## src/iisq_pkg.sv

```systemverilog
// shared constants, codes and types for the integral and square integral image block
`default_nettype none

package iisq_pkg;

  localparam int PIXEL_W   = 8;
  localparam int SUM_W     = 28;
  localparam int SQ_W      = 36;
  localparam int REG_W     = 11;
  localparam int CFG_IDX_W = 2;

  localparam int MAX_WIDTH_DEF  = 1024;
  localparam int MAX_HEIGHT_DEF = 1024;
  localparam int RESET_DIM      = 24;
  localparam int QUEUE_DEPTH    = 2;

  typedef enum logic [CFG_IDX_W-1:0] {
    REG_IMAGE_WIDTH  = 2'd0,
    REG_IMAGE_HEIGHT = 2'd1
  } cfg_reg_e;

  // one classified pixel on its way from the front to the back
  typedef struct packed {
    logic             use_up;
    logic             frame_end;
    logic [SUM_W-1:0] row_sum;
    logic [SQ_W-1:0]  row_sq;
  } item_t;

endpackage

`default_nettype wire

```

## src/iisq_queue.sv

```systemverilog
// small fifo between front and back
`default_nettype none

module iisq_queue #(
  parameter int Width = 8,
  parameter int Depth = iisq_pkg::QUEUE_DEPTH
) (
  input  wire logic             clk_i,
  input  wire logic             rst_ni,
  input  wire logic             push_i,
  input  wire logic [Width-1:0] push_data_i,
  output logic                  full_o,
  input  wire logic             pop_i,
  output logic                  valid_o,
  output logic      [Width-1:0] data_o
);

  localparam int PW = (Depth > 1) ? $clog2(Depth) : 1;
  localparam int NW = $clog2(Depth + 1);

  logic [Width-1:0] buf_q [Depth];
  logic [PW-1:0]    wr_ptr_q, rd_ptr_q;
  logic [NW-1:0]    count_q;

  assign full_o  = (count_q == NW'(Depth));
  assign valid_o = (count_q != '0);
  assign data_o  = buf_q[rd_ptr_q];

  always_ff @(posedge clk_i) begin
    if (push_i) begin
      buf_q[wr_ptr_q] <= push_data_i;
    end
  end

  always_ff @(posedge clk_i or negedge rst_ni) begin
    if (!rst_ni) begin
      wr_ptr_q <= '0;
      rd_ptr_q <= '0;
      count_q  <= '0;
    end else begin
      if (push_i) begin
        wr_ptr_q <= (wr_ptr_q == PW'(Depth - 1)) ? '0 : wr_ptr_q + PW'(1);
      end
      if (pop_i) begin
        rd_ptr_q <= (rd_ptr_q == PW'(Depth - 1)) ? '0 : rd_ptr_q + PW'(1);
      end
      if (push_i && !pop_i) begin
        count_q <= count_q + NW'(1);
      end else if (pop_i && !push_i) begin
        count_q <= count_q - NW'(1);
      end
    end
  end

endmodule

`default_nettype wire

```

## config.mk

```make
export PLATFORM = sky130hd
export DESIGN_NAME = iisq_queue
export DESIGN_NICKNAME = d
export VERILOG_FILES = /design/src/iisq_pkg.sv /design/src/iisq_queue.sv
export SDC_FILE = /design/constraint.sdc
export NUM_CORES = 1
export LEC_CHECK = 0
export BUFFER_PORTS_ARGS = -buffer_cell sky130_fd_sc_hd__buf_2
export CORE_MARGIN = 5
export CORE_UTILIZATION = 52
export CTS_CLUSTER_DIAMETER = 40
export CTS_CLUSTER_SIZE = 20
export DETAILED_ROUTE_END_ITERATION = 7
export PLACE_DENSITY = 0.8
export SKIP_LAST_GASP = 1
export SLEW_MARGIN = 20
export SYNTH_ARGS = -nofsm -noshare
export SYNTH_HDL_FRONTEND = slang
export SYNTH_SLANG_ARGS = --single-unit
```

## constraint.sdc

```tcl
create_clock -name clk_i -period 3.5 [get_ports clk_i]
set_input_delay 0.525 -clock clk_i [delete_from_list [all_inputs] [get_ports clk_i]]
set_output_delay 0.525 -clock clk_i [all_outputs]
set_load 0.005 [all_outputs]
```

Word-level counts from Yosys, hierarchy flattened
Memories as Yosys holds them, arrays and structs flattened.
Cells that the tools add are included.
Operators by class
  reduce and logical (&&, ||, !) cells: 6
  equality and inequality tests: 1
  add/subtract/negate cells: 4
  order comparisons: 0
  divide/modulo/power cells: 0
  mux-type cells: 6
  bitwise operators: 0
  multiply operators: 0
  shifts and indexed selects: 0
Operators by type and width (count)
  $mux W1: 4
  $mux W2: 2
  $reduce_bool A2 Y1: 2
  $add A1 B1 Y1 const B: 2
  $add A2 B1 Y2 const B: 1
  $eq A2 B2 Y1 const B: 1
  $logic_and A1 B1 Y1: 2
  $logic_not A1 Y1: 2
  $sub A2 B1 Y2 const B: 1
Word-level totals
  output and inout bits: 10
  flip-flop bits (word level): 4
  memories: 1
  bits of input ports: 12
  logic and storage cells: 21
  RAM bits: 16
  bits in latches: 0
  ROM bits: 0
Memory list
  buf_q: words 2, bits a word 8, read ports 1, clocked after Yosys merged registers in 0, wr ports 1, RTL line iisq_queue.sv:21  | logic [Width-1:0] buf_q [Depth];

Logic depth before layout (Yosys ltp)
  depth after elaboration: 4
  depth in mapped cells: 5
  gate-level depth less buffers: 5

Least setup slack after synthesis
Ideal clock, no wire load.
  path kind: input -> register
  from: input push_i
  to: memory buf_q[0][0], enable pin
  required time: 3.127 ns
  slack: 2.182 ns
  stages on the path: 1
  path buffers: 0
  arrival time: 0.945 ns
  cells stage by stage: nor2b_1
On the way
  longest elaborated chain between the ends: 2
Ends and longest elaborated chain
  from (decl): RTL line iisq_queue.sv:10  | input wire logic push_i,
  $mux W1: RTL line iisq_queue.sv:30  | if (push_i) begin
  $mux W1 (not written as such): RTL line iisq_queue.sv:31  | buf_q[wr_ptr_q] <= push_data_i;
  to (decl): RTL line iisq_queue.sv:21
Every way passes these cells.

Final worst setup path
  from: register rd_ptr_q
  to: output data_o[1]
On the way
  longest elaborated chain between the ends: 1
Ends and longest elaborated chain
  from (decl): RTL line iisq_queue.sv:22  | logic [PW-1:0] wr_ptr_q, rd_ptr_q;
  from (signal assigned): RTL line iisq_queue.sv:45  | rd_ptr_q <= (rd_ptr_q == PW'(Depth - 1)) ? '0 : rd_ptr_q + PW'(1);
  $mem_v2 Z2 W8
  to (decl): RTL line iisq_queue.sv:15  | output logic [Width-1:0] data_o
Every way passes these cells.

==> key figures <==
STA
  – RSZ-0062 raised after global routing: false
  – Summed negative setup slack over all endpoints: 0 ns
  – Fin Clk Skew: about 0.0036 ns
  – Maximum operating frequency: 528.3 MHz
  – Max-slew violation count: 0
  – Slew @ Worst Pin: 0.6510 ns
  – Final min period: 1.893 ns
  – Setup violation total in the final timing report: 0
  – Portion of the clock cycle consumed by the worst path in the final layout: 0.5409
  – Final Hold Viols: 0
  – Slew headroom: 0.5651
  – Worst hold margin: 0.02137 ns

Yosys
  – Sequential cell area fraction in the yosys report: 0.7508
  – Multiplexer share of the synthesized area: 0.1165
  – Share of synthesized cell area in and, or, nand and nor gates: 0.04045
  – Most frequent cell after synthesis: sky130_fd_sc_hd__edfxtp_1
  – Xor and xnor fraction of the mapped netlist area: 0.05663
  – Async set-or-reset flop fraction in the synthesized netlist: 0.2000
  – Instance count of the mapped netlist: 41
  – Main synth FF type: sky130_fd_sc_hd__edfxtp_1
  – Cell types occupying the most area after synthesis: sky130_fd_sc_hd__edfxtp_1 (62%), sky130_fd_sc_hd__dfrtp_1 (13%), sky130_fd_sc_hd__mux2_2 (12%)
  – Average footprint of a synthesized cell: 18.86 sq um
  – Post-synthesis register bit count: 20
  – Compound-cell area share of the yosys netlist: 0
  – Number of enable flip-flop cells after synthesis: 16
  – Synth warnings: 0
  – Main combinational cell family by area after synthesis: multiplexers
  – Post-synthesis net count: 54
  – Post-synth top cells: sky130_fd_sc_hd__edfxtp_1 (16), sky130_fd_sc_hd__mux2_2 (8), sky130_fd_sc_hd__dfrtp_1 (4), sky130_fd_sc_hd__xor2_1 (4)
  – Adder and majority gate portion of the synthesized area: 0.01618
  – Top-area cell type share of the netlist area: 0.6214
  – Cell type with the highest aggregate area in the netlist: sky130_fd_sc_hd__edfxtp_1
  – Post-synthesis cell area: 773.2 sq um
  – Post-synthesis cell type count: 13

Floorplan
  – Die Y-Extent: 48.56 um
  – Num ports: 22
  – Floorplan die area: 0.002358 sq mm
  – Number of cell rows: 14
  – Area inside the core boundary: 0.001454 sq mm
  – Initial core utilization: 0.5318
  – Die width: 48.56 um

CTS
  – TritonCTS clock tree: yes
  – Clock slew at the register clock pins of the worst setup and hold paths: 0.10 ns
  – Setup fix buffers added after clock tree synthesis: 0
  – Post-cts hold buffer count: 0
  – Clock sinks: 20
  – H-tree lvl count: 1
  – Source-to-sink clock delay at the later pin of the worst-skew pair: 0.29 ns
  – Clock buffer count from CTS: 3
  – Maximum root-to-sink buffer count: 2
  – Root buf cell: sky130_fd_sc_hd__clkbuf_4
  – Number of cells upsized or downsized after cts: 0

Power
  – Fraction of power spent switching nets: 0.2698
  – Sequential Power Share: 0.569
  – Combinational fraction of design power: 0.270
  – Peak ir drop on the vdd network: 0.4603 mV
  – Internal portion of total power: 470.5 uW
  – Clock share of power: 0.161
  – Cell area power density: 705.4 mW/mm^2
  – Power dissipated by switching net loads: 173.8 uW
  – Leak pwr: 0.0003745 uW

Worst setup path
  – Critical path startpoint category: flip-flop
  – Reg-to-reg critical path startpoint: wr_ptr_q
  – CP endpoint kind: output pin
  – Worst-case reg-to-reg path depth: 1
  – Endpoint of the lowest-slack register-to-register path: buf_q[0][5]
  – Maximum fanout encountered on the critical timing path: 9
  – Critical-path cell with the highest stage delay: sky130_fd_sc_hd__dfrtp_1
  – Category of the critical setup timing path: reg2out
  – Worst EP arrival: 1.37 ns
  – Kind of cell adding the most delay to the critical path: flip-flops
  – Reg-to-reg setup timing slack: 2.21 ns
  – Count of buffer and inverter cells on the critical path: 1
  – CP peak stage delay: 0.57 ns
  – Worst EP required: 2.97 ns
  – Worst path cell trace: mux2_2 -> buf_2

Placed design
  – Placed wire-length estimate after detailed placement: between 800 and 900 um
  – Port Buf Inserts: 21
  – RePlAce Congestion: 0.6604
  – Instance area after placement: between 800 and 900 sq um

Detailed routing
  – Final routed wire length divided by cell count: 13.88 um
  – Pre-Repair DR Iteration Count: 2
  – DRT antenna net count: 0
  – Via count normalized by instance count: between 5 and 6
  – Final routed DRC violation total: 0
  – DR vias: 410
  – Wirelength, routed: 1.124 mm
  – First-iteration detailed-routing DRC count: 2

Global route
  – Largest net degree at the start of global routing: 12
  – Fraction of met1 tracks used by global routing: 0.1147
  – Antenna violations before repair: 0
  – Vias in the first global route: 468
  – Overall fraction of global-route tracks in use: 0.1066
  – Met3 routing resource usage after global routing: 0.03681
  – Sum of overflow across all layers after global routing: 0
  – First-pass GRT wire length: 1.987 mm
  – Met2 Resource Use GR: 0.1826
  – Layer with the highest usage after global routing: met2

Run status
  – Status: completed

Layout
  – Area of the multi-input gates: 177.7 sq um
  – Summed area of non-filler cells in the final layout: 913.4 sq um
  – Flip-flop and latch area: 580.6 sq um
  – Ratio of cells with drive above 1 in the final layout: 0.5231
  – Area overhead of the layout relative to synthesis: 18.12%
  – Diodes inserted: 0
  – Net count, final: 79
  – Number of fillers in the final layout: 115

Job
  – Maximum Capacitance Violations: 0

Worst hold path
  – Class of the tightest hold or removal check: in2async
[power groups by stage]
stage          logic, uW  clock network (uW)  registers (uW)
6_report             174                 104             367
5_1_grt              192                 119             377
4_1_cts              178                 109             370
3_5_place_dp         176                   0             376
3_3_place_gp         174                   0             370
2_1_floorplan        138                   0             348
[sequential cells by signal (all words and copies together), names as in the netlist]
register / flops
buf_q: 16
count_q: 2
wr_ptr_q: 1
rd_ptr_q: 1
[cell type report]
type	instances	area share
flip-flops and latches	20	0.6356
multi-input cells	19	0.1945
repair buffers	21	0.1151
clock buffers	3	0.02466
well taps	16	0.02192
clock inverters	1	0.004110
inverters	1	0.004110
[per-layer routing]
metal	wire length, um	up-vias	share of wire
met4	0	0	0
met2	585	14	0.52
met1	462	200	0.41
li1	-	196	-
met3	77	0	0.069
met5	0	-	0
[layout by cell type (no fill, tap or decap), drive strengths merged]
cell type,netlist,layout
buf,1,21
edfxtp,16,16
mux2,8,8
xor2,4,4
dfrtp,4,4
clkbuf,0,3
or2,1,1
and2,1,1
and2b,1,1
nor2b,1,1
xnor2,1,1
nor2,1,1
inv,1,1
ha,1,1
clkinv,0,1
[worst max-delay path by stage]
stage             start          end  slack [ns]  cells past startpoint
2_1_floorplan    push_i  buf_q[0][0]        2.18                      1
3_3_place_gp   rd_ptr_q    data_o[0]        1.93                      2
3_5_place_dp   rd_ptr_q    data_o[2]        1.91                      2
4_1_cts        rd_ptr_q    data_o[1]        1.57                      2
5_1_grt        rd_ptr_q    data_o[1]        1.52                      2
6_report       rd_ptr_q    data_o[1]        1.61                      2
[metrics by stage]
stage	power (uW)	instances	utilization	setup WS, ns
floorplan	486.1	41	-	2.182
global placement	543.8	77	0.6102	1.931
detailed placement	552.0	77	0.6102	1.911
CTS	657.3	81	0.6282	1.574
global route	688.3	81	0.6282	1.521
finish	644.3	81	0.6282	1.607
[cells by family (layout without fill, tap and decap cells)]
kind of cell,after synthesis,count (layout)
adders and majority gates,1,1
DFF,20,20
and+or+nand+nor,5,5
muxes,8,8
xor gates and xnor gates,5,5
buffers and inverters,2,26
(Power assumes the default switching activity.)
