## config.mk

```make
export PLATFORM = sky130hd
export DESIGN_NAME = iisq_front
export DESIGN_NICKNAME = d
export VERILOG_FILES = /design/src/iisq_pkg.sv /design/src/iisq_front.sv
export SDC_FILE = /design/constraint.sdc
export NUM_CORES = 1
export LEC_CHECK = 0
export ABC_AREA = 1
export BUFFER_PORTS_ARGS = -buffer_cell sky130_fd_sc_hd__buf_4
export CAP_MARGIN = 20
export CORE_MARGIN = 5
export CORE_UTILIZATION = 40
export CTS_CLUSTER_DIAMETER = 80
export CTS_CLUSTER_SIZE = 25
export DETAILED_ROUTE_END_ITERATION = 10
export SYNTH_ARGS = -nofsm -noshare
export SYNTH_HDL_FRONTEND = slang
export SYNTH_SLANG_ARGS = --single-unit
```

## constraint.sdc

```tcl
create_clock -name clk_i -period 15.5 [get_ports clk_i]
set_input_delay 3.1 -clock clk_i [delete_from_list [all_inputs] [get_ports clk_i]]
set_output_delay 3.1 -clock clk_i [all_outputs]
set_load 0.01 [all_outputs]
```

## src/iisq_pkg.sv

```systemverilog
// shared constants, codes and types for the integral and square integral image block
`default_nettype none

package iisq_pkg;

  localparam int PIXEL_W   = 8;
  localparam int SUM_W     = 28;
  localparam int SQ_W      = 36;
  localparam int REG_W     = 11;
  localparam int CFG_IDX_W = 2;

  localparam int MAX_WIDTH_DEF  = 1024;
  localparam int MAX_HEIGHT_DEF = 1024;
  localparam int RESET_DIM      = 24;
  localparam int QUEUE_DEPTH    = 2;

  typedef enum logic [CFG_IDX_W-1:0] {
    REG_IMAGE_WIDTH  = 2'd0,
    REG_IMAGE_HEIGHT = 2'd1
  } cfg_reg_e;

  // one classified pixel on its way from the front to the back
  typedef struct packed {
    logic             use_up;
    logic             frame_end;
    logic [SUM_W-1:0] row_sum;
    logic [SQ_W-1:0]  row_sq;
  } item_t;

endpackage

`default_nettype wire

```

## src/iisq_front.sv

```systemverilog
// front: configuration registers, raster position and running row sums
`default_nettype none

module iisq_front #(
  parameter int MAX_WIDTH  = iisq_pkg::MAX_WIDTH_DEF,
  parameter int MAX_HEIGHT = iisq_pkg::MAX_HEIGHT_DEF
) (
  input  wire logic                                clk_i,
  input  wire logic                                rst_ni,
  input  wire logic                                cfg_valid_i,
  input  wire logic [iisq_pkg::CFG_IDX_W-1:0]      cfg_index_i,
  input  wire logic [iisq_pkg::REG_W-1:0]          cfg_data_i,
  input  wire logic                                in_valid_i,
  input  wire logic [iisq_pkg::PIXEL_W-1:0]        pixel_i,
  input  wire logic                                q_full_i,
  output logic                                     push_o,
  output iisq_pkg::item_t                          push_item_o,
  output logic [$clog2(MAX_WIDTH)-1:0]             push_col_o
);

  localparam int CW  = $clog2(MAX_WIDTH);
  localparam int RW  = $clog2(MAX_HEIGHT);
  localparam int WMW = $clog2(MAX_WIDTH + 1);
  localparam int HMW = $clog2(MAX_HEIGHT + 1);
  localparam int WW  = (iisq_pkg::REG_W > WMW) ? iisq_pkg::REG_W : WMW;
  localparam int HW  = (iisq_pkg::REG_W > HMW) ? iisq_pkg::REG_W : HMW;

  logic [iisq_pkg::REG_W-1:0] width_q, height_q;
  logic [CW-1:0]              col_q, col_d;
  logic [RW-1:0]              row_q, row_d;
  logic [iisq_pkg::SUM_W-1:0] rsum_q, rsum_d;
  logic [iisq_pkg::SQ_W-1:0]  rsq_q, rsq_d;

  logic [WW-1:0] w_raw, w_eff;
  logic [HW-1:0] h_raw, h_eff;
  logic          last_col, last_row, accept, restart;
  logic [2*iisq_pkg::PIXEL_W-1:0] pix_sq;

  assign accept = in_valid_i & ~q_full_i;

  // zero reads as one, anything above the maximum reads as the maximum
  assign w_raw = WW'(width_q);
  assign h_raw = HW'(height_q);
  always_comb begin
    if (w_raw == '0) begin
      w_eff = WW'(1);
    end else if (w_raw > WW'(MAX_WIDTH)) begin
      w_eff = WW'(MAX_WIDTH);
    end else begin
      w_eff = w_raw;
    end
    if (h_raw == '0) begin
      h_eff = HW'(1);
    end else if (h_raw > HW'(MAX_HEIGHT)) begin
      h_eff = HW'(MAX_HEIGHT);
    end else begin
      h_eff = h_raw;
    end
  end

  assign last_col = (WW'(col_q) + WW'(1)) >= w_eff;
  assign last_row = (HW'(row_q) + HW'(1)) >= h_eff;

  assign pix_sq = pixel_i * pixel_i;
  assign rsum_d = rsum_q + iisq_pkg::SUM_W'(pixel_i);
  assign rsq_d  = rsq_q + iisq_pkg::SQ_W'(pix_sq);

  always_comb begin
    if (last_col) begin
      col_d = '0;
      row_d = last_row ? '0 : row_q + RW'(1);
    end else begin
      col_d = col_q + CW'(1);
      row_d = row_q;
    end
  end

  assign push_o                = accept;
  assign push_col_o            = col_q;
  assign push_item_o.use_up    = (row_q != '0);
  assign push_item_o.frame_end = last_col & last_row;
  assign push_item_o.row_sum   = rsum_d;
  assign push_item_o.row_sq    = rsq_d;

  always_comb begin
    restart = 1'b0;
    if (cfg_valid_i) begin
      unique case (iisq_pkg::cfg_reg_e'(cfg_index_i))
        iisq_pkg::REG_IMAGE_WIDTH:  restart = 1'b1;
        iisq_pkg::REG_IMAGE_HEIGHT: restart = 1'b1;
        default:                    restart = 1'b0;
      endcase
    end
  end

  always_ff @(posedge clk_i or negedge rst_ni) begin
    if (!rst_ni) begin
      width_q  <= iisq_pkg::REG_W'(iisq_pkg::RESET_DIM);
      height_q <= iisq_pkg::REG_W'(iisq_pkg::RESET_DIM);
      col_q    <= '0;
      row_q    <= '0;
      rsum_q   <= '0;
      rsq_q    <= '0;
    end else if (restart) begin
      if (iisq_pkg::cfg_reg_e'(cfg_index_i) == iisq_pkg::REG_IMAGE_WIDTH) begin
        width_q <= cfg_data_i;
      end else begin
        height_q <= cfg_data_i;
      end
      col_q  <= '0;
      row_q  <= '0;
      rsum_q <= '0;
      rsq_q  <= '0;
    end else if (accept) begin
      col_q  <= col_d;
      row_q  <= row_d;
      rsum_q <= last_col ? '0 : rsum_d;
      rsq_q  <= last_col ? '0 : rsq_d;
    end
  end

endmodule

`default_nettype wire

```

### After elaboration in Yosys (flattened, before gate mapping)

Cells that the tools add are included.

| operators by class | value |
|---|---|
| $mul | 1 |
| reductions and logical operators | 10 |
| eq/ne operators | 1 |
| muxes and demuxes | 19 |
| bitwise operators | 4 |
| add/sub/neg operators | 6 |
| order comparisons | 4 |

Operators by type and width:

| cell | count |
|---|---|
| $mux W36 | 3 |
| $mux W28 | 3 |
| $mux W10 | 7 |
| $mux W11 | 4 |
| $add A36 B16 Y36 | 1 |
| $add A28 B8 Y28 | 1 |
| $add A10 B1 Y11 const B | 2 |
| $ge A11 B11 Y1 | 2 |
| $gt A11 B11 Y1 const B | 2 |
| $logic_not A11 Y1 | 2 |
| $add A10 B1 Y10 const B | 2 |
| $mul A8 B8 Y16 | 1 |
| $reduce_bool A10 Y1 | 1 |
| $reduce_and A2 Y1 | 3 |
| $reduce_bool A2 Y1 | 2 |
| $and A1 B1 Y1 | 2 |
| $eq A2 B1 Y1 const B | 1 |
| $logic_not A2 Y1 | 1 |
| $mux W1 | 2 |
| $not A1 Y1 | 2 |
| $reduce_or A2 Y1 | 1 |

| storage, ports and cells | value |
|---|---|
| bits in registers | 106 |
| word-level logic and storage cells | 51 |
| output and inout bits | 77 |

### Logic depth before layout (Yosys ltp)

Gate-level depths: netlist (run 1).

| depth | value |
|---|---|
| depth in word-level cells | 8 |
| depth in mapped cells | 27 |
| gate-level depth less buffers | 26 |

### Least setup slack after synthesis (run 1)

Ideal clock, no wire load.

| timing | value |
|---|---|
| path type | input to output |
| start point | in pixel_i[5] (netlist name) |
| end point | out push_item_o[32] (netlist name) |
| data required time | 12.400 ns |
| path buffers | 1 |
| stages on the path | 19 |
| arrival | 6.759 ns |
| slack | 5.641 ns |
| cells stage by stage | clkbuf_1 > nand2_1 > inv_1 > fa_1 > fa_1 > fa_1 > inv_1 > fa_1 > inv_1 > ha_1 > nand2_1 > nor2_1 > and2_1 > nand2_1 > nand2_1 > nand2_1 > nand2_1 > nand2_1 > and2_1 |

RTL lines:

| item | line | RTL |
|---|---|---|
| start, declared | iisq_front.sv:14 | `input wire logic [iisq_pkg::PIXEL_W-1:0] pixel_i,` |
| end, declared | iisq_front.sv:17 | `output iisq_pkg::item_t push_item_o,` |

==> impl_metrics.prom, run 1 <==
# TYPE chip_impl_metric gauge
chip_impl_metric{name="synth-adder-area-share",unit=""} 0.178
chip_impl_metric{name="synth.ff_latch_count",unit=""} 106
chip_impl_metric{name="clkTransAtPathRegs",unit="ns"} 0.08
chip_impl_metric{name="cts_made_buffers",unit=""} 9
chip_impl_metric{name="htree_levels",unit=""} 3
chip_impl_info{name="cts_tree",value="done"} 1
chip_impl_metric{name="power_per_cell_area",unit="nW/um^2"} 171
chip_impl_metric{name="cts_resized",unit=""} 0
chip_impl_metric{name="hold_bufs_inserted_after_cts",unit=""} 0
chip_impl_info{name="dominant_combinational_cell_family_by_area_after_synthesis",value="simple AND/OR/NAND/NOR gates"} 1
chip_impl_metric{name="wl_cell",unit="um"} 13.7
chip_impl_metric{name="cellLeakagePower",unit="nW"} 6.41
chip_impl_metric{name="drv_cap",unit=""} 0
chip_impl_metric{name="routed_via_density",unit=""} 4.72
chip_impl_metric{name="synth_edf_count",unit=""} 0
chip_impl_info{name="critical_path.startpoint_type",value="input port"} 1
chip_impl_metric{name="nets",unit=""} 1622
chip_impl_metric{name="maxClockFrequency",unit="GHz"} 0.0972
chip_impl_metric{name="grt_usage",unit=""} 0.188
chip_impl_metric{name="first_global_vias",unit=""} 8289
chip_impl_metric{name="gp_routability_congestion",unit=""} 0.879
chip_impl_metric{name="period_share",unit=""} 0.664
chip_impl_metric{name="antennaDiodeCount",unit=""} 0
chip_impl_metric{name="clock-skew-final",unit="ns"} 0.0119
chip_impl_metric{name="globalRouteOverflowTotal",unit=""} 0
chip_impl_metric{name="setup-tns-final",unit="ns"} 0
chip_impl_info{name="worstSetupPathType",value="in -> out"} 1
chip_impl_metric{name="muxShareOfSynthArea",unit=""} 0.00104
chip_impl_metric{name="syn_area_per_cell",unit="um^2"} 6.90
chip_impl_metric{name="detailedPlacementHpwl",unit="um"} 19200
chip_impl_metric{name="clock_insertion_delay_worst_skew",unit="ns"} 0.37
chip_impl_metric{name="post_route_cells_drive_above_1_share",unit=""} 0.115
chip_impl_metric{name="post_syn_area",unit="um^2"} 9590
chip_impl_metric{name="cp_data_arrival_time",unit="ns"} 7.19
chip_impl_metric{name="slew_headroom",unit=""} 0.400
chip_impl_metric{name="die-width",unit="um"} 165
chip_impl_metric{name="totalPowerFinal",unit="mW"} 1.88
chip_impl_metric{name="finalSetupViolations",unit=""} 0
chip_impl_metric{name="buffer_ports.inserted",unit=""} 102
chip_impl_metric{name="async_flop_share",unit=""} 1.00
chip_impl_metric{name="netlist_instances",unit=""} 1390
chip_impl_metric{name="vdd_drop_max",unit="mV"} 0.194
chip_impl_metric{name="synth-seq-area-share",unit=""} 0.277
chip_impl_metric{name="post-route-util",unit=""} 0.467
chip_impl_metric{name="synth.distinct_cells",unit=""} 40
chip_impl_info{name="element_type_at_the_critical_path_end",value="output port"} 1
chip_impl_metric{name="timing_max_transition_violations_final",unit=""} 0
chip_impl_metric{name="drtIter0Drc",unit=""} 549
chip_impl_metric{name="clock_tree.buffer_depth",unit=""} 2
chip_impl_metric{name="floorplan_core_area",unit="um^2"} 23500
chip_impl_metric{name="timing_worst_slew_pin_value",unit="ns"} 0.899
chip_impl_metric{name="first_pass_grt_wire_length",unit="um"} 41300
chip_impl_metric{name="final.fill_count",unit=""} 2454
chip_impl_metric{name="critPathRequiredTime",unit="ns"} 12.40
chip_impl_metric{name="ant_nets",unit=""} 0
chip_impl_metric{name="synth_nets",unit=""} 1530
chip_impl_metric{name="drcViolationCount",unit=""} 0
chip_impl_metric{name="maximum_number_of_pins_on_one_net_before_global_route_repair",unit=""} 68
chip_impl_metric{name="dpl_cell_area",unit="um^2"} 10700
chip_impl_metric{name="std_cell_rows",unit=""} 56
chip_impl_metric{name="boundaryPins",unit=""} 103
chip_impl_metric{name="tritoncts_num_sinks",unit=""} 106
chip_impl_info{name="rsz0062_at_grt",value="no"} 1
chip_impl_metric{name="starting_density_of_the_core",unit=""} 0.407
chip_impl_metric{name="postCtsSetupBuffers",unit=""} 0
chip_impl_info{name="root_buffer",value="sky130_fd_sc_hd__clkbuf_16"} 1
chip_impl_metric{name="final_hold_viol_count",unit=""} 0
chip_impl_metric{name="yosys.area_share.xor_xnor",unit=""} 0.0393
chip_impl_metric{name="simple_logic_cell_fraction_of_the_synthesized_area",unit=""} 0.329
chip_impl_info{name="synth_flop_cell",value="sky130_fd_sc_hd__dfrtp_1"} 1
chip_impl_metric{name="drtPass1Iterations",unit=""} 6
chip_impl_metric{name="antenna_found_initial",unit=""} 0
chip_impl_metric{name="synth_compound_gate_area_share",unit=""} 0.0556
chip_impl_metric{name="areaGrowthSynthToFinish",unit="%"} 14.6
chip_impl_metric{name="route.final.wire_length",unit="um"} 24700
chip_impl_info{name="timing.hold.worst.class",value="reg -> reg"} 1
chip_impl_metric{name="vias",unit=""} 8533
chip_impl_info{name="run_status",value="complete, no violations"} 1
chip_impl_metric{name="chipHeight",unit="um"} 165
chip_impl_metric{name="number_of_warnings_printed_during_yosys_synthesis",unit=""} 0
chip_impl_metric{name="worstPathMaxFanout",unit=""} 9
chip_impl_metric{name="final_period_minus_worst_setup_slack",unit="ns"} 10.29
chip_impl_metric{name="finished_cell_area",unit="um^2"} 11000
chip_impl_metric{name="die_area",unit="um^2"} 27200
==> layout by cell type, fill, tap and decap left out, types with 19 or more instances in the layout <==
master and count:
sky130_fd_sc_hd__nand2_1 482, sky130_fd_sc_hd__inv_1 269, sky130_fd_sc_hd__buf_4 104, sky130_fd_sc_hd__dfrtp_1 102
sky130_fd_sc_hd__nand3_1 77, sky130_fd_sc_hd__ha_1 76, sky130_fd_sc_hd__nor2_1 66, sky130_fd_sc_hd__fa_1 38
sky130_fd_sc_hd__xor2_1 34, sky130_fd_sc_hd__o21ai_0 32, sky130_fd_sc_hd__a21oi_1 22, sky130_fd_sc_hd__o21ai_1 19
==> registers in the layout, summed over array words and instances (netlist names) <==
signal / cells
h_raw: 11
push_col_o: 10
row_q: 10
rsq_q: 36
rsum_q: 28
w_raw: 11
==> logic make-up after synthesis <==
| kind of cell | count (synthesis) |
|---|---|
| buffers and inverters | 299 |
| AND/OR/NAND/NOR | 729 |
| XOR/XNOR | 43 |
| AO/OA/AOI/OAI | 98 |
| flip-flops | 106 |
| adder cells (fa/ha/maj) | 114 |
| multiplexers | 1 |
==> path summary, 6_finish.rpt <==
check                      startpoint         endpoint  slack, ns  cells past startpoint
setup / recovery           pixel_i[2]  push_item_o[14]       5.21                     17
hold / removal              rsum_q[0]        rsum_q[0]       0.49                      2
setup reg to reg             rsq_q[6]        rsq_q[16]      11.37                     16
hold reg to reg             rsum_q[0]        rsum_q[0]       0.49                      2
max in group asynchronous      rst_ni       rsum_q[14]      11.46                      2
min in group asynchronous      rst_ni        rsq_q[26]       2.72                      1
==> metrics by stage <==
step / instances / worst slack [ns] / hold WS (ns)
2_1_floorplan: 1390 / 5.64 / 0.453
3_3_place_gp: 1789 / 5.24 / 0.466
3_5_place_dp: 1789 / 5.21 / 0.470
4_1_cts: 1805 / 5.18 / 0.493
5_1_grt: 1806 / 4.97 / 0.521
6_report: 1806 / 5.21 / 0.488
==> critical path, cell delays in order <==
cell,delay (ns)
sky130_fd_sc_hd__buf_4,0.16
sky130_fd_sc_hd__nand2_1,0.07
sky130_fd_sc_hd__inv_1,0.05
sky130_fd_sc_hd__fa_1,0.62
sky130_fd_sc_hd__fa_1,0.48
sky130_fd_sc_hd__fa_1,0.55
sky130_fd_sc_hd__inv_1,0.05
sky130_fd_sc_hd__fa_1,0.53
sky130_fd_sc_hd__inv_1,0.04
sky130_fd_sc_hd__ha_1,0.36
sky130_fd_sc_hd__nand2_1,0.13
sky130_fd_sc_hd__nor2_1,0.16
sky130_fd_sc_hd__nand3_1,0.10
sky130_fd_sc_hd__nand3b_1,0.22
sky130_fd_sc_hd__xor2_1,0.28
sky130_fd_sc_hd__inv_1,0.11
sky130_fd_sc_hd__buf_4,0.16
==> synth_stat cells (all sizes together) (13+ instances only) <==
master	n	area, um^2
xor2	34	298
o21ai	51	255
nor2	80	355
fa	38	761
clkbuf	13	48.8
nand4	15	109
ha	76	951
nand3b	13	97.6
nand2	498	1910
a21oi	22	110
nand3	78	395
nor3	15	100
inv	275	1030
and2	15	93.8
dfrtp	102	2550
o22ai	16	100
==> layout make-up <==
type	instances	area, um^2	area share
inverters	275	1030	0.0939
clock inverters	7	88.8	0.00808
well taps	319	399	0.0363
repair buffers	105	801	0.0729
multi-input cells	985	5790	0.526
clock buffers	9	225	0.0205
flip-flops and latches	106	2660	0.242
==> layer usage <==
layer | up-vias | routed length (um) | GRT usage
met2 | 146 | 11200 | 0.306
met5 | - | 0 | 0
li1 | 4461 | - | -
met3 | 18 | 1120 | 0.0312
met4 | 0 | 299 | 0.0386
met1 | 3908 | 12100 | 0.266
==> report_power, final <==
part           total (mW)  switching [mW]  internal, mW  leakage [nW]
logic                1.26           0.763         0.499          4.85
registers           0.367          0.0395         0.328          1.40
clock network       0.252           0.135         0.118         0.153
total                1.88           0.937         0.945          6.41
Power figures use the tool's default switching activity.
==> run 2: changes to the inputs <==
--- a/config.mk
+++ b/config.mk
@@ -5,7 +5,7 @@
 export SDC_FILE = /design/constraint.sdc
 export NUM_CORES = 1
 export LEC_CHECK = 0
-export ABC_AREA = 1
+export ABC_AREA = 0
 export BUFFER_PORTS_ARGS = -buffer_cell sky130_fd_sc_hd__buf_4
 export CAP_MARGIN = 20
 export CORE_MARGIN = 5
==> constraint.sdc (replaced) <==
create_clock -name clk_i -period 9.2 [get_ports clk_i]
set_input_delay 1.84 -clock clk_i [delete_from_list [all_inputs] [get_ports clk_i]]
set_output_delay 1.84 -clock clk_i [all_outputs]
set_load 0.01 [all_outputs]
==> run 2 against run 1 <==
  * Synthesized area down 6.2%
  * First-iteration DRC count down 35%
  * Clock skew down 0.0014 ns
  * Total power up 38%
  * Largest power group unchanged
==> impl_metrics.prom, run 2 <==
# TYPE chip_impl_metric gauge
chip_impl_info{name="run_status",value="complete, no violations"} 1
chip_impl_metric{name="clock_tree.buffer_depth",unit=""} 2
chip_impl_metric{name="floorplan_core_area",unit="um^2"} 22000
chip_impl_metric{name="sw_frac_of_total",unit=""} 0.449
chip_impl_metric{name="cts_resized",unit=""} 0
chip_impl_metric{name="grt_usage",unit=""} 0.181
chip_impl_metric{name="gr-usage-met2",unit=""} 0.301
chip_impl_metric{name="clock-skew-final",unit="ns"} 0.0105
chip_impl_metric{name="global_route.usage.met3",unit=""} 0.0335
chip_impl_metric{name="r2r_slack",unit="ns"} 4.50
chip_impl_metric{name="drv_cap",unit=""} 0
chip_impl_metric{name="drtPass1Iterations",unit=""} 5
chip_impl_info{name="synth_top_cells_by_area",value="sky130_fd_sc_hd__dfrtp_1 (28%), sky130_fd_sc_hd__ha_1 (11%), sky130_fd_sc_hd__fa_1 (8.5%)"} 1
chip_impl_metric{name="tritoncts_num_sinks",unit=""} 106
chip_impl_metric{name="worstPathMaxFanout",unit=""} 13
chip_impl_metric{name="largest_register_ffs",unit=""} 36
chip_impl_metric{name="yosys.area.top_type_share",unit=""} 0.284
chip_impl_metric{name="globalRouteOverflowTotal",unit=""} 0
chip_impl_metric{name="vias",unit=""} 7254
chip_impl_info{name="synthDominantAreaCellType",value="sky130_fd_sc_hd__dfrtp_1"} 1
chip_impl_metric{name="drtIter0Drc",unit=""} 358
chip_impl_metric{name="synth-seq-area-share",unit=""} 0.295
chip_impl_metric{name="drcViolationCount",unit=""} 0
chip_impl_info{name="biggestRegsByFlops",value="rsq_q: 36 flops, rsum_q: 28 flops"} 1
chip_impl_info{name="timing.hold.worst.class",value="reg -> reg"} 1
chip_impl_metric{name="cp_data_arrival_time",unit="ns"} 6.41
chip_impl_metric{name="netlist_instances",unit=""} 971
chip_impl_metric{name="post_route_cells_drive_above_1_share",unit=""} 0.173
chip_impl_metric{name="synth_compound_gate_area_share",unit=""} 0.168
chip_impl_metric{name="muxShareOfSynthArea",unit=""} 0.0392
chip_impl_metric{name="timing_worst_slew_pin_value",unit="ns"} 0.877
chip_impl_info{name="grt_busiest_layer",value="met2"} 1
chip_impl_info{name="cts_tree",value="done"} 1
chip_impl_metric{name="clock_insertion_delay_worst_skew",unit="ns"} 0.37
chip_impl_metric{name="antenna_found_initial",unit=""} 1
chip_impl_metric{name="critPathRequiredTime",unit="ns"} 7.36
chip_impl_info{name="dominant_combinational_cell_family_by_area_after_synthesis",value="adder cells"} 1
chip_impl_metric{name="wl_cell",unit="um"} 17.3
chip_impl_metric{name="chipHeight",unit="um"} 160
chip_impl_metric{name="simple_logic_cell_fraction_of_the_synthesized_area",unit=""} 0.175
chip_impl_info{name="most_common_cell_after_layout_fill_and_taps_aside",value="sky130_fd_sc_hd__buf_4"} 1
chip_impl_metric{name="areaGrowthSynthToFinish",unit="%"} 14.6
chip_impl_metric{name="final.fill_count",unit=""} 2085
chip_impl_metric{name="setup-tns-final",unit="ns"} 0
chip_impl_metric{name="p_sw",unit="mW"} 1.17
chip_impl_metric{name="maxClockFrequency",unit="GHz"} 0.121
chip_impl_metric{name="synth.ff_latch_count",unit=""} 106
chip_impl_info{name="synth.top_cells.by_count",value="sky130_fd_sc_hd__dfrtp_1 (102), sky130_fd_sc_hd__inv_1 (88), sky130_fd_sc_hd__nand2_1 (85), sky130_fd_sc_hd__ha_1 (76), sky130_fd_sc_hd__xnor2_1 (45)"} 1
chip_impl_metric{name="routed_via_density",unit=""} 5.44
chip_impl_metric{name="async_flop_share",unit=""} 1.00
chip_impl_metric{name="power_frac_seq",unit=""} 0.222
chip_impl_metric{name="std_cell_rows",unit=""} 54
chip_impl_info{name="worstSetupPathType",value="in -> out"} 1
chip_impl_metric{name="nets",unit=""} 1187
chip_impl_metric{name="cts_made_buffers",unit=""} 9
chip_impl_metric{name="power_per_cell_area",unit="nW/um^2"} 252
chip_impl_metric{name="first_global_vias",unit=""} 7301
chip_impl_metric{name="number_of_warnings_printed_during_yosys_synthesis",unit=""} 0
chip_impl_metric{name="htree_levels",unit=""} 3
chip_impl_metric{name="starting_density_of_the_core",unit=""} 0.410
chip_impl_metric{name="power_frac_comb",unit=""} 0.611
chip_impl_metric{name="vdd_drop_max",unit="mV"} 0.139
chip_impl_metric{name="yosys.area_share.xor_xnor",unit=""} 0.0750
chip_impl_metric{name="buffer_ports.inserted",unit=""} 102
chip_impl_metric{name="maximum_number_of_pins_on_one_net_before_global_route_repair",unit=""} 73
chip_impl_metric{name="register_area",unit="um^2"} 2660
chip_impl_info{name="element_type_at_the_critical_path_end",value="output port"} 1
chip_impl_metric{name="synth_nets",unit=""} 1111
chip_impl_metric{name="timing_max_transition_violations_final",unit=""} 0
chip_impl_metric{name="share_clk_of_total_power",unit=""} 0.167
chip_impl_metric{name="clkTransAtPathRegs",unit="ns"} 0.08
chip_impl_metric{name="synth_edf_count",unit=""} 0
chip_impl_metric{name="slew_headroom",unit=""} 0.413
chip_impl_metric{name="route.final.wire_length",unit="um"} 23100
chip_impl_info{name="rsz0062_at_grt",value="no"} 1
chip_impl_info{name="root_buffer",value="sky130_fd_sc_hd__clkbuf_16"} 1
chip_impl_metric{name="hold_bufs_inserted_after_cts",unit=""} 0
chip_impl_info{name="largest_register",value="rsq_q"} 1
chip_impl_metric{name="cellInternalPower",unit="mW"} 1.43
chip_impl_metric{name="synth-adder-area-share",unit=""} 0.190
chip_impl_metric{name="first_pass_grt_wire_length",unit="um"} 38200
chip_impl_metric{name="die_area",unit="um^2"} 25600
chip_impl_metric{name="post_syn_area",unit="um^2"} 9000
chip_impl_info{name="critical_path.startpoint_type",value="input port"} 1
chip_impl_metric{name="totalPowerFinal",unit="mW"} 2.60
chip_impl_metric{name="boundaryPins",unit=""} 103
chip_impl_metric{name="final_period_minus_worst_setup_slack",unit="ns"} 8.25
chip_impl_metric{name="die-width",unit="um"} 160
chip_impl_metric{name="synth.distinct_cells",unit=""} 75
chip_impl_metric{name="finalSetupViolations",unit=""} 0
chip_impl_metric{name="detailedPlacementHpwl",unit="um"} 17200
chip_impl_metric{name="final_hold_viol_count",unit=""} 0
chip_impl_metric{name="grt_use_met1",unit=""} 0.250
chip_impl_metric{name="cellLeakagePower",unit="nW"} 5.00
chip_impl_metric{name="syn_area_per_cell",unit="um^2"} 9.26
chip_impl_info{name="post-synth-top-count-cell",value="sky130_fd_sc_hd__dfrtp_1"} 1
chip_impl_info{name="synth_flop_cell",value="sky130_fd_sc_hd__dfrtp_1"} 1
chip_impl_info{name="mostFrequentLayoutCells",value="sky130_fd_sc_hd__buf_4 (107), sky130_fd_sc_hd__dfrtp_1 (102), sky130_fd_sc_hd__inv_1 (88), sky130_fd_sc_hd__nand2_1 (85), sky130_fd_sc_hd__ha_1 (76)"} 1
chip_impl_metric{name="period_share",unit=""} 0.897
chip_impl_metric{name="gp_routability_congestion",unit=""} 0.846
chip_impl_metric{name="area_used_by_multi_input_combinational_logic",unit="um^2"} 5830
chip_impl_metric{name="postCtsSetupBuffers",unit=""} 0
chip_impl_metric{name="ant_nets",unit=""} 0
[run 2: cell families after synthesis]
family / Yosys count
AOI/OAI and AO/OA: 217
and+or+nand+nor: 294
muxes: 32
adders and majority gates: 114
xor gates and xnor gates: 77
DFF: 106
buffers and inverters: 131
[run 2: final cells by class]
| cell class | instances | share of cell area |
|---|---|---|
| multi-input cells | 734 | 0.566 |
| flip-flops and latches | 106 | 0.258 |
| repair buffers | 107 | 0.0779 |
| well taps | 280 | 0.0340 |
| inverters | 89 | 0.0324 |
| clock buffers | 10 | 0.0232 |
| clock inverters | 6 | 0.00886 |
| diodes | 1 | 0.000243 |
[run 2: metal layers]
layer / wire length (um) / share of wire
met5: 0 / 0
met4: 215 / 0.0093
met3: 753 / 0.033
met2: 11100 / 0.48
met1: 11000 / 0.48
[run 2: per-stage QoR]
| stage | worst slack, ns | instances | hold slack [ns] | utilization | instance area (um^2) |
|---|---|---|---|---|---|
| after detailed placement | 0.979 | 1316 | 0.496 | 0.454 | 9980 |
| after global routing | 0.664 | 1333 | 0.533 | 0.470 | 10300 |
| after global placement | 1.03 | 1316 | 0.492 | 0.454 | 9980 |
| after CTS | 0.947 | 1332 | 0.520 | 0.469 | 10300 |
| final | 0.946 | 1333 | 0.517 | 0.470 | 10300 |
| after floorplan | 1.34 | 971 | 0.473 | - | 9000 |
[run 2: worst max-delay path, cell delays in order]
cell,delay (ns)
sky130_fd_sc_hd__buf_4,0.16
sky130_fd_sc_hd__and2_1,0.25
sky130_fd_sc_hd__inv_1,0.08
sky130_fd_sc_hd__fa_1,0.50
sky130_fd_sc_hd__inv_1,0.05
sky130_fd_sc_hd__fa_1,0.52
sky130_fd_sc_hd__fa_1,0.44
sky130_fd_sc_hd__fa_1,0.49
sky130_fd_sc_hd__ha_1,0.38
sky130_fd_sc_hd__a21oi_1,0.17
sky130_fd_sc_hd__nand2_1,0.10
sky130_fd_sc_hd__o2111ai_1,0.38
sky130_fd_sc_hd__a31o_1,0.55
sky130_fd_sc_hd__nor2_1,0.16
sky130_fd_sc_hd__xor2_1,0.17
sky130_fd_sc_hd__buf_4,0.15
[run 2: power by group through the flow]
stage                     logic (mW)  clock network (mW)  registers, mW
after floorplan                 1.05                   0          0.570
after global placement          1.59                   0          0.587
after detailed placement        1.60                   0          0.586
after CTS                       1.61               0.449          0.578
after global routing            1.77               0.466          0.588
final                           1.59               0.434          0.579
[run 2: path summary, 6_finish.rpt]
kind                                 start         endpoint  cells after the start
min in group asynchronous           rst_ni       rsum_q[19]                      1
max in group asynchronous           rst_ni         rsq_q[6]                      2
worst min-delay path             rsum_q[2]        rsum_q[2]                      1
worst max register to register    rsq_q[6]        rsq_q[24]                     13
worst min register to register   rsum_q[2]        rsum_q[2]                      1
worst max-delay path            pixel_i[6]  push_item_o[26]                     16
==> run 3: changes to the inputs <==
==> constraint.sdc (replaced) <==
create_clock -name clk_i -period 9.2 [get_ports clk_i]
set_input_delay 0.46 -clock clk_i [delete_from_list [all_inputs] [get_ports clk_i]]
set_output_delay 0.46 -clock clk_i [all_outputs]
set_load 0.01 [all_outputs]
==> run 3 against run 2 <==
  * Register-to-register slack improved by 0.04 ns
  * First-iteration DRC count up 18%
  * Global-route usage decreased by 0.20 points
  * Design area shrank 0.24%
  * Clock skew is 0.0044 ns lower
  * Sequential power about the same
  * Via count decreased by 0.69%
  * Utilization shrank 0.11 points
  * Maximum frequency increased by 52%
  * Combinational power barely moved
==> impl_metrics.prom, run 3 (synthesis gave the netlist of run 2 again) <==
# TYPE chip_impl_metric gauge
chip_impl_metric{name="maxClockFrequency",unit="GHz"} 0.184
chip_impl_metric{name="clock-skew-final",unit="ns"} 0.00610
chip_impl_info{name="run_status",value="complete, no violations"} 1
chip_impl_info{name="biggestRegsByFlops",value="rsq_q: 36 flops, rsum_q: 28 flops"} 1
chip_impl_metric{name="hold_bufs_inserted_after_cts",unit=""} 0
chip_impl_info{name="r2r_start",value="rsq_q[6]"} 1
chip_impl_metric{name="finalSetupViolations",unit=""} 0
chip_impl_info{name="crit_chain",value="buf_4 > and2_1 > inv_1 > fa_1 > inv_1 > fa_1 > fa_1 > fa_1 > ha_1 > a21oi_1 > nand2_1 > o2111ai_1 > a31o_1 > nor2_1 > xor2_1 > buf_4"} 1
chip_impl_metric{name="cts_made_buffers",unit=""} 9
chip_impl_metric{name="die_area",unit="um^2"} 25600
chip_impl_info{name="critPathTopFamily",value="adder cells"} 1
chip_impl_info{name="cts_tree",value="done"} 1
chip_impl_metric{name="placedCellCount",unit=""} 1316
chip_impl_info{name="worst_path_most_repeated_cell",value="sky130_fd_sc_hd__fa_1"} 1
chip_impl_metric{name="htree_levels",unit=""} 3
chip_impl_metric{name="worstPathMaxFanout",unit=""} 13
chip_impl_metric{name="power_frac_seq",unit=""} 0.225
chip_impl_metric{name="wl_cell",unit="um"} 17.3
chip_impl_metric{name="buffer_ports.inserted",unit=""} 102
chip_impl_metric{name="antenna_found_initial",unit=""} 1
chip_impl_metric{name="critPathRequiredTime",unit="ns"} 8.74
chip_impl_metric{name="hold-worst-slack",unit="ns"} 0.0927
chip_impl_info{name="worstSetupPathType",value="in -> out"} 1
chip_impl_metric{name="route.final.wire_length",unit="um"} 23100
chip_impl_info{name="setup.worst_path.start",value="pixel_i[6]"} 1
chip_impl_metric{name="share_clk_of_total_power",unit=""} 0.159
chip_impl_info{name="element_type_at_the_critical_path_end",value="output port"} 1
chip_impl_info{name="critical_path.startpoint_type",value="input port"} 1
chip_impl_metric{name="fin_cells",unit=""} 1333
chip_impl_metric{name="routed_via_density",unit=""} 5.40
chip_impl_metric{name="detailedPlacementHpwl",unit="um"} 17100
chip_impl_metric{name="timing_max_transition_violations_final",unit=""} 0
chip_impl_metric{name="globalRouteOverflowTotal",unit=""} 0
chip_impl_metric{name="clock_tree.buffer_depth",unit=""} 2
chip_impl_metric{name="floorplan_core_area",unit="um^2"} 22000
chip_impl_metric{name="final_period_minus_worst_setup_slack",unit="ns"} 5.44
chip_impl_metric{name="slew_headroom",unit=""} 0.385
chip_impl_metric{name="setup_slack",unit="ns"} 3.76
chip_impl_metric{name="ant_nets",unit=""} 0
chip_impl_metric{name="postCtsSetupBuffers",unit=""} 0
chip_impl_metric{name="drtIter0Drc",unit=""} 422
chip_impl_metric{name="starting_density_of_the_core",unit=""} 0.410
chip_impl_metric{name="period_share",unit=""} 0.591
chip_impl_info{name="rsz0062_at_grt",value="no"} 1
chip_impl_metric{name="vdd_drop_max",unit="mV"} 0.179
chip_impl_metric{name="timing.critical_path.slowest_cell_delay",unit="ns"} 0.54
chip_impl_metric{name="tritoncts_num_sinks",unit=""} 106
chip_impl_metric{name="nets",unit=""} 1187
chip_impl_metric{name="post_route_cells_drive_above_1_share",unit=""} 0.173
chip_impl_metric{name="grt_usage",unit=""} 0.179
chip_impl_metric{name="cellLeakagePower",unit="nW"} 4.99
chip_impl_metric{name="timing_worst_slew_pin_value",unit="ns"} 0.919
chip_impl_info{name="most_common_cell_after_layout_fill_and_taps_aside",value="sky130_fd_sc_hd__buf_4"} 1
chip_impl_metric{name="critical_path.n_buffers_inverters",unit=""} 4
chip_impl_metric{name="maximum_number_of_pins_on_one_net_before_global_route_repair",unit=""} 73
chip_impl_info{name="timing.hold.worst.class",value="in -> async"} 1
chip_impl_metric{name="largest_register_ffs",unit=""} 36
chip_impl_metric{name="boundaryPins",unit=""} 103
chip_impl_metric{name="drtPass1Iterations",unit=""} 5
chip_impl_metric{name="drcViolationCount",unit=""} 0
chip_impl_metric{name="dp_worst_setup_slack",unit="ns"} 3.75
chip_impl_metric{name="clock_insertion_delay_worst_skew",unit="ns"} 0.36
chip_impl_metric{name="gp_routability_congestion",unit=""} 0.846
chip_impl_metric{name="vias",unit=""} 7204
chip_impl_metric{name="sw_frac_of_total",unit=""} 0.456
chip_impl_metric{name="cp_data_arrival_time",unit="ns"} 4.98
chip_impl_metric{name="power_per_cell_area",unit="nW/um^2"} 251
chip_impl_info{name="root_buffer",value="sky130_fd_sc_hd__clkbuf_16"} 1
chip_impl_metric{name="std_cell_rows",unit=""} 54
chip_impl_metric{name="areaGrowthSynthToFinish",unit="%"} 14.3
chip_impl_metric{name="p_sw",unit="mW"} 1.17
chip_impl_metric{name="cellInternalPower",unit="mW"} 1.40
chip_impl_info{name="largest_register",value="rsq_q"} 1
chip_impl_metric{name="setup-tns-final",unit="ns"} 0
chip_impl_metric{name="final_hold_viol_count",unit=""} 0
chip_impl_metric{name="die-width",unit="um"} 160
chip_impl_metric{name="first_pass_grt_wire_length",unit="um"} 37900
chip_impl_metric{name="drv_cap",unit=""} 0
chip_impl_metric{name="chipHeight",unit="um"} 160
chip_impl_info{name="cp_slowest_cell",value="sky130_fd_sc_hd__a31o_1"} 1
chip_impl_metric{name="first_global_vias",unit=""} 7376
chip_impl_info{name="mostFrequentLayoutCells",value="sky130_fd_sc_hd__buf_4 (107), sky130_fd_sc_hd__dfrtp_1 (102), sky130_fd_sc_hd__inv_1 (88), sky130_fd_sc_hd__nand2_1 (85), sky130_fd_sc_hd__ha_1 (76)"} 1
chip_impl_metric{name="power_frac_comb",unit=""} 0.616
chip_impl_metric{name="clkTransAtPathRegs",unit="ns"} 0.08
chip_impl_metric{name="post-route-util",unit=""} 0.468
chip_impl_metric{name="cts_resized",unit=""} 0
-- run 3: cell types whose count changed in the layout (fill, tap and decap cells not counted) --
cell                         delta
sky130_fd_sc_hd__inv_8          +1
sky130_fd_sc_hd__clkbuf_8       -1
sky130_fd_sc_hd__clkinvlp_4     +1
sky130_fd_sc_hd__bufinv_16      -1
-- run 3: power groups by stage --
stage / registers [mW] / clock network (mW) / logic (mW)
2_1_floorplan: 0.570 / 0 / 1.05
3_3_place_gp: 0.587 / 0 / 1.59
3_5_place_dp: 0.587 / 0 / 1.60
4_1_cts: 0.579 / 0.422 / 1.61
5_1_grt: 0.587 / 0.437 / 1.78
6_report: 0.579 / 0.409 / 1.59
-- run 3: path summary, 6_finish.rpt --
path                            depth (start not counted)  slack, ns              end
worst max-delay path                                   16       3.76  push_item_o[26]
worst min-delay path                                    1       0.09       rsum_q[17]
worst max register to register                         13       4.54        rsq_q[26]
worst min register to register                          1       0.52        rsum_q[6]
max in group asynchronous                               2       7.86         rsq_q[4]
min in group clk_i                                      2       0.34         h_raw[9]
-- run 3: through the flow --
| stage | instance area [um^2] | power, mW |
|---|---|---|
| 2_1_floorplan | 9000 | 1.63 |
| 3_3_place_gp | 9980 | 2.18 |
| 3_5_place_dp | 9980 | 2.18 |
| 4_1_cts | 10300 | 2.61 |
| 5_1_grt | 10300 | 2.81 |
| 6_report | 10300 | 2.58 |
-- run 3: layout make-up --
| cell class | count | area (um^2) |
|---|---|---|
| multi-input cells | 734 | 5830 |
| diodes | 1 | 2.50 |
| fillers | 2107 | 11700 |
| flip-flops and latches | 106 | 2660 |
| clock buffers | 9 | 225 |
| well taps | 280 | 350 |
| inverters | 89 | 334 |
| clock inverters | 7 | 80.1 |
| repair buffers | 107 | 803 |
-- run 3: routing by layer --
layer	global-route usage	share of wire	up-vias
met5	0	0	-
met4	0.0387	0.013	0
met3	0.0286	0.037	19
met2	0.303	0.48	131
met1	0.244	0.47	3494
li1	-	-	3560
